### src/rtl/core/dotted_path_index_parser_defines.svh
// Assertion macros shared by the dotted path index parser RTL.
`ifndef DOTTED_PATH_INDEX_PARSER_DEFINES_SVH
`define DOTTED_PATH_INDEX_PARSER_DEFINES_SVH
`ifndef SYNTHESIS
`define DPIP_ASSERT_IMPLY(label, clk, rst_n, cond, prop) \
    label: assert property (@(posedge clk) disable iff (!(rst_n)) (cond) |-> (prop)) \
        else $error("dotted path index parser assertion failed");
`define DPIP_ASSERT_NEXT(label, clk, rst_n, cond, prop) \
    label: assert property (@(posedge clk) disable iff (!(rst_n)) (cond) |=> (prop)) \
        else $error("dotted path index parser assertion failed");
`else
`define DPIP_ASSERT_IMPLY(label, clk, rst_n, cond, prop)
`define DPIP_ASSERT_NEXT(label, clk, rst_n, cond, prop)
`endif
`endif

### src/rtl/core/dpip_pkg.sv
// Package with request types, token state and character codes for the path parser.
package dpip_pkg;

    localparam int DefMaxDepth = 3;
    localparam int DefMaxLen   = 255;

    localparam logic [7:0] CharMinus = 8'h2d;
    localparam logic [7:0] CharDot   = 8'h2e;
    localparam logic [7:0] CharZero  = 8'h30;
    localparam logic [7:0] CharNine  = 8'h39;
    localparam logic [7:0] CharPct   = 8'h25;
    localparam logic [7:0] CharLowD  = 8'h64;
    localparam logic [7:0] CharNul   = 8'h00;

    typedef struct packed {
        logic [7:0] ch;
        logic       last;
    } t_in_req;

    typedef struct packed {
        logic [1:0]         depth;
        logic signed [31:0] index0;
        logic signed [31:0] index1;
        logic signed [31:0] index2;
        logic               overflow;
    } t_out_req;

    typedef struct packed {
        logic [31:0] value;
        logic [1:0]  len;
        logic        allnum;
        logic        neg;
        logic        stopped;
        logic        pct;
    } t_token;

    typedef struct packed {
        logic        push;
        logic [31:0] value;
    } t_push;

    localparam t_token TokenClear = '{
        value:   32'd0,
        len:     2'd0,
        allnum:  1'b1,
        neg:     1'b0,
        stopped: 1'b0,
        pct:     1'b0
    };

endpackage

### src/rtl/core/dpip_token.sv
// Token update for one path character and the value a finished token yields.
module dpip_token (
    input  dpip_pkg::t_token i_tok,
    input  logic [7:0]       i_ch,
    input  logic             i_take,
    input  logic             i_last,
    output dpip_pkg::t_token o_tok_next,
    output dpip_pkg::t_push  o_push
);

    logic             dot;
    logic             digit;
    logic             take_char;
    logic             finish;
    dpip_pkg::t_token tok_a;

    assign dot       = (i_ch == dpip_pkg::CharDot);
    assign digit     = (i_ch >= dpip_pkg::CharZero) && (i_ch <= dpip_pkg::CharNine);
    assign take_char = i_take && !dot;
    assign finish    = (i_take && dot) || i_last;

    always_comb begin
        tok_a = i_tok;
        if (take_char) begin
            if (!digit && (i_ch != dpip_pkg::CharMinus)) begin
                tok_a.allnum = 1'b0;
            end
            if (!i_tok.stopped) begin
                if ((i_tok.len == 2'd0) && (i_ch == dpip_pkg::CharMinus)) begin
                    tok_a.neg = 1'b1;
                end else if (digit) begin
                    tok_a.value = {i_tok.value[28:0], 3'b000} + {i_tok.value[30:0], 1'b0}
                                + {28'd0, i_ch[3:0]};
                end else begin
                    tok_a.stopped = 1'b1;
                end
            end
            if (i_tok.len == 2'd0) begin
                tok_a.pct = (i_ch == dpip_pkg::CharPct);
            end else if (i_tok.len == 2'd1) begin
                tok_a.pct = i_tok.pct && (i_ch == dpip_pkg::CharLowD);
            end
            if (i_tok.len != 2'd2) begin
                tok_a.len = i_tok.len + 2'd1;
            end
        end
    end

    always_comb begin
        o_push = '{push: 1'b0, value: 32'd0};
        if (finish && (tok_a.len != 2'd0)) begin
            if (tok_a.allnum) begin
                o_push.push  = 1'b1;
                o_push.value = tok_a.neg ? (32'd0 - tok_a.value) : tok_a.value;
            end else if (tok_a.pct && (tok_a.len == 2'd2)) begin
                o_push.push = 1'b1;
            end
        end
    end

    assign o_tok_next = finish ? dpip_pkg::TokenClear : tok_a;

endmodule

### src/rtl/core/dotted_path_index_parser.sv
// Top level of the dotted path index parser: input register, path state and result register.
//
//   Channel   Handshake                  Payload
//   in        i_in_valid / o_in_ready    i_in_req  (ch, last)
//   out       o_out_valid / i_out_ready  o_out_req (depth, index0..2, overflow)
//
// Each request passes through the input register; one byte enters per cycle unless a final byte is stalled.
// A request with last set is registered in the input register, and its result then in the output register.
// The path state is cleared by reset and again after every result.
// A final byte waits in the input register while the output register is still full.
`include "dotted_path_index_parser_defines.svh"

module dotted_path_index_parser #(
    parameter int MAX_DEPTH = dpip_pkg::DefMaxDepth,
    parameter int MAX_LEN   = dpip_pkg::DefMaxLen
) (
    input  logic               i_clk,
    input  logic               i_rst_n,
    input  logic               i_in_valid,
    output logic               o_in_ready,
    input  dpip_pkg::t_in_req  i_in_req,
    output logic               o_out_valid,
    input  logic               i_out_ready,
    output dpip_pkg::t_out_req o_out_req
);

    localparam int CW = $clog2(MAX_DEPTH + 1);
    localparam int BW = $clog2(MAX_LEN + 1);

    logic               r_in_valid;
    dpip_pkg::t_in_req  r_in;
    logic               r_out_valid;
    dpip_pkg::t_out_req r_out;
    dpip_pkg::t_out_req n_out;

    logic [CW-1:0]      r_slot_count;
    logic [CW-1:0]      n_slot_count;
    logic [31:0]        r_slot [MAX_DEPTH];
    logic [31:0]        n_slot [MAX_DEPTH];
    dpip_pkg::t_token   r_tok;
    dpip_pkg::t_token   n_tok;
    logic [BW-1:0]      r_byte_count;
    logic               r_ended;
    logic               r_ovf;
    logic               n_ovf;

    logic               advance;
    logic               consume;
    logic               take;
    logic               push_ok;
    dpip_pkg::t_push    push;
    logic [31:0]        idx [3];

    assign advance    = r_in_valid && (!r_in.last || !r_out_valid || i_out_ready);
    assign o_in_ready = !r_in_valid || advance;
    assign consume    = !r_ended && (r_byte_count < BW'(MAX_LEN));
    assign take       = consume && (r_in.ch != dpip_pkg::CharNul);

    dpip_token u_token (
        .i_tok      (r_tok),
        .i_ch       (r_in.ch),
        .i_take     (take),
        .i_last     (r_in.last),
        .o_tok_next (n_tok),
        .o_push     (push)
    );

    assign push_ok = push.push && (r_slot_count < CW'(MAX_DEPTH));

    always_comb begin
        n_slot_count = r_slot_count;
        n_ovf        = r_ovf;
        if (push.push) begin
            if (push_ok) begin
                n_slot_count = r_slot_count + CW'(1);
            end else begin
                n_ovf = 1'b1;
            end
        end
        for (int k = 0; k < MAX_DEPTH; k++) begin
            n_slot[k] = r_slot[k];
            if (push_ok && (r_slot_count == CW'(k))) begin
                n_slot[k] = push.value;
            end
        end
    end

    for (genvar k = 0; k < 3; k++) begin : g_idx
        if (k < MAX_DEPTH) begin : g_live
            assign idx[k] = (n_slot_count > CW'(k)) ? n_slot[k] : 32'd0;
        end else begin : g_zero
            assign idx[k] = 32'd0;
        end
    end

    always_comb begin
        n_out.depth    = 2'(n_slot_count);
        n_out.index0   = idx[0];
        n_out.index1   = idx[1];
        n_out.index2   = idx[2];
        n_out.overflow = n_ovf;
    end

    always_ff @(posedge i_clk) begin
        if (!i_rst_n) begin
            r_in_valid   <= 1'b0;
            r_out_valid  <= 1'b0;
            r_slot_count <= '0;
            r_tok        <= dpip_pkg::TokenClear;
            r_byte_count <= '0;
            r_ended      <= 1'b0;
            r_ovf        <= 1'b0;
        end else begin
            if (o_in_ready) begin
                r_in_valid <= i_in_valid;
            end
            if (advance && r_in.last) begin
                r_out_valid <= 1'b1;
            end else if (i_out_ready) begin
                r_out_valid <= 1'b0;
            end
            if (advance) begin
                if (r_in.last) begin
                    r_slot_count <= '0;
                    r_tok        <= dpip_pkg::TokenClear;
                    r_byte_count <= '0;
                    r_ended      <= 1'b0;
                    r_ovf        <= 1'b0;
                end else begin
                    r_slot_count <= n_slot_count;
                    r_tok        <= n_tok;
                    r_ovf        <= n_ovf;
                    if (take) begin
                        r_byte_count <= r_byte_count + BW'(1);
                    end
                    if (consume && !take) begin
                        r_ended <= 1'b1;
                    end
                end
            end
        end
    end

    always_ff @(posedge i_clk) begin
        if (o_in_ready) begin
            r_in <= i_in_req;
        end
        if (advance && r_in.last) begin
            r_out <= n_out;
        end
        if (advance) begin
            for (int k = 0; k < MAX_DEPTH; k++) begin
                r_slot[k] <= n_slot[k];
            end
        end
    end

    assign o_out_valid = r_out_valid;
    assign o_out_req   = r_out;

    `DPIP_ASSERT_IMPLY(a_count_bound, i_clk, i_rst_n, 1'b1, r_slot_count <= CW'(MAX_DEPTH))
    `DPIP_ASSERT_IMPLY(a_ovf_full, i_clk, i_rst_n, r_ovf, r_slot_count == CW'(MAX_DEPTH))
    `DPIP_ASSERT_NEXT(a_clear_after_result, i_clk, i_rst_n, advance && r_in.last, (r_slot_count == '0) && !r_ovf && !r_ended && (r_byte_count == '0))
    `DPIP_ASSERT_IMPLY(a_stall_final, i_clk, i_rst_n, r_in_valid && r_in.last && r_out_valid && !i_out_ready, !o_in_ready)

endmodule

### config.mk
export PLATFORM = sky130hd
export DESIGN_NAME = dotted_path_index_parser
export DESIGN_NICKNAME = d
export VERILOG_FILES = /design/src/rtl/core/dpip_pkg.sv /design/src/rtl/core/dpip_token.sv /design/src/rtl/core/dotted_path_index_parser.sv
export VERILOG_INCLUDE_DIRS = /design/src /design/src/rtl/core
export SDC_FILE = /design/constraint.sdc
export NUM_CORES = 1
export LEC_CHECK = 0
export ABC_AREA = 1
export BUFFER_PORTS_ARGS = -buffer_cell sky130_fd_sc_hd__buf_4
export CAP_MARGIN = 20
export CORE_UTILIZATION = 35
export CTS_CLUSTER_DIAMETER = 50
export DETAILED_ROUTE_END_ITERATION = 6
export PLACE_DENSITY = 0.58
export SYNTH_ARGS = -nofsm -noshare
export SYNTH_HDL_FRONTEND = slang
export SYNTH_SLANG_ARGS = --single-unit
### constraint.sdc
create_clock -name i_clk -period 12.3 [get_ports i_clk]
set_input_delay 1.23 -clock i_clk [delete_from_list [all_inputs] [get_ports i_clk]]
set_output_delay 1.23 -clock i_clk [all_outputs]
set_load 0.05 [all_outputs]
# Yosys cells after proc, flatten, opt, wreduce, memory -nomap -nowiden
# Memory sizes are Yosys's and may differ from the RTL's.
# Cells that the tools add are included.
# word_totals
reg_bits,160
ram_bits,96
in_bits,13
out_inout_bits,101
wordCells,118
memories,1
# op_classes
add_sub_neg,6
order_cmp,7
eq_ne,10
muxes,36
reduce_logical,39
# mem_list
memory,words,word_bits,read_ports,rd_ports_with_merged_regs,wr,line,text
r_slot,3,32,3,0,3,dotted_path_index_parser.sv:38,logic [31:0] r_slot [MAX_DEPTH];
# op_table
cell,count
32-bit two-way mux,8
38-bit two-way mux,3
33-bit two-way mux,1
32-bit adder,1
32-bit by 4-bit adder with 32-bit output,1
1-bit by 32-bit subtractor with 32-bit output (first input constant),1
8-bit by 6-bit equality test with 1-bit output (second input constant),3
1-bit logical AND,17
1-bit two-way mux,17
8-bit two-way mux,2
2-bit two-way mux,5
8-bit by 1-bit adder with 8-bit output (second input constant),1
8-bit by 7-bit equality test with 1-bit output (second input constant),1
8-bit by 6-bit >= comparator with 1-bit output (second input constant),1
8-bit by 6-bit <= comparator with 1-bit output (second input constant),1
8-bit less-than comparator (second input constant),1
8-bit by 6-bit inequality test with 1-bit output (second input constant),1
2-bit nonzero test,4
8-bit nonzero test,1
1-bit logical NOT,7
2-bit AND reduction,3
2-bit by 1-bit adder with 2-bit output (second input constant),2
2-bit by 1-bit equality test with 1-bit output (second input constant),2
2-bit equality test (second input constant),2
7 further kinds,12

# Depth between registers and ports, before layout
# logic_depth
ltp_word,15
depth_mapped,26
depth_no_buf,26

# Modules after synthesis
# From an unflattened synthesis, not the netlist that was laid out.
# unflattened
hier_cells,1894
hier_area_um2,15252.1
# modules_own_cells
module,n_inst,cells_each,area_each_um2,seq_area_each_um2
dotted_path_index_parser,1,954,10551.4,7166.9
dpip_token,1,940,4700.8,0.0

# Worst setup path after synthesis
# Ideal clock, no wire load.
# synth_timing
path_type,input-to-reg
start,in i_out_ready
end,reg r_out (netlist bit o_out_req[0]) (enable)
setup_time_ns,0.453
t_arrival_ns,5.608
t_required_ns,11.847
setup_slack_ns,6.238
cell_stages,6
path_buffers,0
path_cell_list,nor2_1 -> nand2_1 -> nand2_1 -> inv_1 -> nand2_1 -> inv_1
# synth_via
elab_chain_cells,3
# synth_rtl
element,line,text
from (decl),dotted_path_index_parser.sv:23,"input logic i_out_ready,"
1-bit logical OR,dotted_path_index_parser.sv:54,assign advance = r_in_valid && (!r_in.last || !r_out_valid || i_out_ready);
1-bit logical AND,dotted_path_index_parser.sv:54,
named net advance,dotted_path_index_parser.sv:47,logic advance;
1-bit logical AND,dotted_path_index_parser.sv:148,if (advance && r_in.last) begin
to (signal assigned),dotted_path_index_parser.sv:149,r_out <= n_out;
to (decl),dotted_path_index_parser.sv:33,dpip_pkg::t_out_req r_out;
# The timed path passes the listed nets, and every way through them passes these cells.
# A chain may end at the register's enable or synchronous reset.

# Final worst setup path
# layout_timing
start,reg r_byte_count[0]
end,"reg r_out (netlist bit o_out_req[29]), data pin"
# layout_via
elab_chain_cells,14
word_cells_on_any_way,23
classes_between,add/sub: 1; order compare: 2; eq/ne: 1; mux: 9; reduce/logical: 10
# layout_rtl
element,line,text
from (decl),dotted_path_index_parser.sv:42,logic [BW-1:0] r_byte_count;
from (signal assigned),dotted_path_index_parser.sv:134,r_byte_count <= r_byte_count + BW'(1);
8-bit less-than comparator (*),dotted_path_index_parser.sv:56,assign consume = !r_ended && (r_byte_count < BW'(MAX_LEN));
1-bit logical AND (*),dotted_path_index_parser.sv:56,
1-bit logical AND (*),dotted_path_index_parser.sv:57,assign take = consume && (r_in.ch != dpip_pkg::CharNul);
1-bit logical AND,dpip_token.sv:19,assign take_char = i_take && !dot;
38-bit two-way mux,dpip_token.sv:24,if (take_char) begin
2-bit equality test,dpip_token.sv:55,end else if (tok_a.pct && (tok_a.len == 2'd2)) begin
1-bit logical AND,dpip_token.sv:55,
1-bit two-way mux,dpip_token.sv:55,
1-bit two-way mux,dpip_token.sv:52,if (tok_a.allnum) begin
33-bit two-way mux (*),dpip_token.sv:51,if (finish && (tok_a.len != 2'd0)) begin
1-bit logical AND,dotted_path_index_parser.sv:68,assign push_ok = push.push && (r_slot_count < CW'(MAX_DEPTH));
2-bit two-way mux,dotted_path_index_parser.sv:74,if (push_ok) begin
2-bit two-way mux (*),dotted_path_index_parser.sv:73,if (push.push) begin
named net n_slot_count[1],dotted_path_index_parser.sv:37,logic [CW-1:0] n_slot_count;
2-bit > comparator (*),dotted_path_index_parser.sv:90,assign idx[k] = (n_slot_count > CW'(k)) ? n_slot[k] : 32'd0;
# The timed path passes the listed nets; every way through them passes the cells marked *. The select of a mux whose other input is x is not followed.

==> run metrics <==
run status=complete, no violations; cts hold-fix bufs=0; met1 Usage GRT=23.1%; Fin Hold WS=467 ps; cell taking the most area after synthesis=edfxtp_1; Final TNS setup=0 ps; final hold vios=0; Yosys top cell area share=40.7%; Area contributors post-synth=edfxtp_1, nand2_1, inv_1; share of layout cells above drive strength 1=14.5%; Post-DRT Antenna Nets=0; Worst path depth=20; clock-pin slew on the worst setup and hold paths=60 ps; GRT Residual Overflow=0; Startpoint Class=register; Worst Hold Class=reg -> reg; TritonCTS Buffers=30; number of buffers on the longest clock path=3; Worst setup EP type=register; Slew Viols, Final=0; Setup Skew=14.8 ps; RSZ-0062 raised after global routing=false; CP bufs+invs=4; Comb power frac=6.8%; net switching power=473 uW; most common cell after layout, fill and taps aside=nand2_1; met2 Use GR=between 20% and 30%; area of the multi-input gates=6430 um^2; # H-tree levels=1; die area=around 44,000 um^2; Area growth syn-to-layout=15.3%; detailed router's first-iteration violation count=688; antenna violations before repair=0; most crowded layer after global routing=met2; Primary FF master, synth=edfxtp_1; Unique masters post-synth=52; CP arrival=4590 ps; Die Width=209 um; r2r setup slk=7970 ps; Sw Share=23.4%; core area=42,200 um^2; max cap viols=0; CTS tree=yes; Final min period=4330 ps; reg-to-reg endpoint=o_out_req[29]; hold path start=r_ended; Mapped Cells=1,866; Syn. warnings=0; diode count=0; critical-path cell list=ha_1, nand2_1, nor2_1, nand2_1, nand2_1, nor2_2, nand2_2, inv_2, nand2_1, o21ai_2, o21ai_4, nor2_8, inv_6, o21ai_4, nand2_4, o21ai_2, buf_4, inv_2, nand2_2, nor2_1; Setup Buffers After CTS=0; Die Y=roughly 210 um; CP dominant cell by count=nand2_1; Setup CP Type=reg -> reg; Power per Cell Area=about 120 nW/um^2; Core Rows=75; Routed WL=roughly 38 mm; number of global-route vias before repair=11,800; Leakage=0.00789 uW; FF-to-FF Start=r_byte_count[0]; family with the most delay on the worst path=simple AND/OR/NAND/NOR gates; wire length per cell=~15 um; largest net degree at the start of global routing=72; syn_area_per_cell=8.07 um^2; Clk Latency, worst-skew pair=560 ps; drt drc=0; CP max-delay cell=nand2_2; initial core utilization=35.7%; hold endpoint=r_ended; register area=7170 um^2; vias per inst=around 4.8; fillers=approximately 4,200; post-synthesis sequential area ratio=47.6%; Layout Nets=roughly 2,000; CTS resizes=0; Max transition margin=34.4%; DR pass1 iterations=5; TritonCTS Sinks=256; Sequential Power Share=~48%; Ports=114; hpwl dp=between 20 and 30 mm; worst hold path depth=2; GRT Overall Usage=17.2%; Achievable Freq=0.231 GHz; first-pass GRT wire length=61.2 mm; Slew @ Worst Pin=984 ps; final setup violating endpoints=0; met3 GRT Util=2.29%; delay of the slowest critical-path stage=580 ps; Post-synth EDFFs=approximately 200; Placer Congestion=0.887; Req. time, crit path=12,560 ps; commonest non-fill, non-tap cells in the layout=nand2_1, inv_1, edfxtp_1, nor2_1, buf_4; #FFs+latches synth=256; clock network power share=45.1%; via count=12,100; asr flop ratio synth=0%; IO Port Bufs=113; Crit Path Max Fanout=32; Syn Nets=1,948; maximum vdd ir drop=approximately 0.11 mV; Mapped Area=15,100 um^2; Pint=1550 uW; period utilization=a little over a third; Worst R2R Path Depth=20; clock root cell=clkbuf_16
worst max-delay path by stage:
| stage | from | to | slack (ps) |
|---|---|---|---|
| final | r_byte_count[0] | o_out_req[29] | 7970 |
| after global routing | r_byte_count[0] | o_out_req[29] | 7560 |
| after CTS | r_byte_count[0] | o_out_req[29] | 7950 |
| after detailed placement | r_byte_count[0] | o_out_req[29] | 7980 |
| after global placement | r_byte_count[0] | o_out_req[81] | 8040 |
| after floorplan | i_out_ready | o_out_req[0] | 6240 |
flip-flops by register name, summed over array words and instances (netlist names):
register,cells
r_ovf,1
r_slot,96
r_slot_count,2
o_out_req,99
r_byte_count,8
r_in_valid,1
r_in,9
r_ended,1
r_tok,38
o_out_valid,1
kinds of logic (layout without fill, tap and decap cells):
kind of cell / count (synthesis) / after routing / synth area share [%]
flip-flops: 256 / 256 / 47.6
AO/OA/AOI/OAI: 211 / 211 / 8.28
buffers and inverters: 357 / 480 / 9.78
adder cells (fa/ha/maj): 69 / 69 / 5.83
XOR/XNOR: 7 / 7 / 0.532
AND/OR/NAND/NOR: 966 / 966 / 28.0
per-stage QoR:
| stage | std cells | util [%] | power, uW | setup slack (ps) | instance area (um^2) |
|---|---|---|---|---|---|
| 2_1_floorplan | 1866 | - | 1090 | 6240 | 15100 |
| 3_3_place_gp | 2473 | 38.7 | 1130 | 8040 | 16300 |
| 3_5_place_dp | 2473 | 38.7 | 1130 | 7980 | 16300 |
| 4_1_cts | 2527 | 41.1 | 2040 | 7950 | 17400 |
| 5_1_grt | 2528 | 41.1 | 2090 | 7560 | 17400 |
| 6_report | 2528 | 41.1 | 2020 | 7970 | 17400 |
power groups by stage:
stage	Sequential (uW)	Combinational, uW	Clock, uW
after floorplan	1020	70.7	0
after global routing	973	152	966
after detailed placement	989	139	0
after global placement	989	137	0
after CTS	971	140	932
final	970	138	910
cells in the mapped netlist (2+ instances only):
cell type / number
a211oi_1: 7
a211oi_2: 9
a21oi_1: 87
a21oi_2: 2
and2_1: 6
buf_2: 18
buf_4: 7
buf_6: 10
clkbuf_1: 15
clkbuf_2: 3
dfxtp_1: 52
edfxtp_1: 204
fa_1: 2
ha_1: 67
inv_1: 291
inv_2: 11
nand2_1: 558
nand2_2: 14
nand3_1: 102
nand3_2: 7
nand3_4: 2
nand3b_1: 6
nand4_1: 21
nor2_1: 164
nor2_2: 8
nor2_4: 6
nor3_1: 9
o211ai_1: 3
o21ai_0: 55
o21ai_1: 34
o21ai_2: 4
o21ai_4: 4
o21bai_1: 2
or2_0: 7
or2_1: 7
or2_2: 42
xnor2_1: 5
routing by layer:
layer	share of wire (%)	vias up
met5	0	-
met4	1.6	0
met3	3.6	46
met2	48	225
met1	47	5662
li1	-	6197
layout make-up:
| type | count | share of cell area (%) |
|---|---|---|
| clock buffer | 34 | 4.53 |
| sequential | 256 | 41.3 |
| timing repair buffer | 123 | 5.36 |
| tap | 539 | 3.88 |
| inverter | 303 | 6.61 |
| multi-input combinational | 1253 | 37.0 |
| clock inverter | 20 | 1.34 |
worst min-delay path, delay by kind of cell (launching register included):
kind	cells	cell delay (ps)
flops	1	300
buf+inv	1	60
compound gates	1	60
No activity file was read; power rests on OpenSTA's default activity.
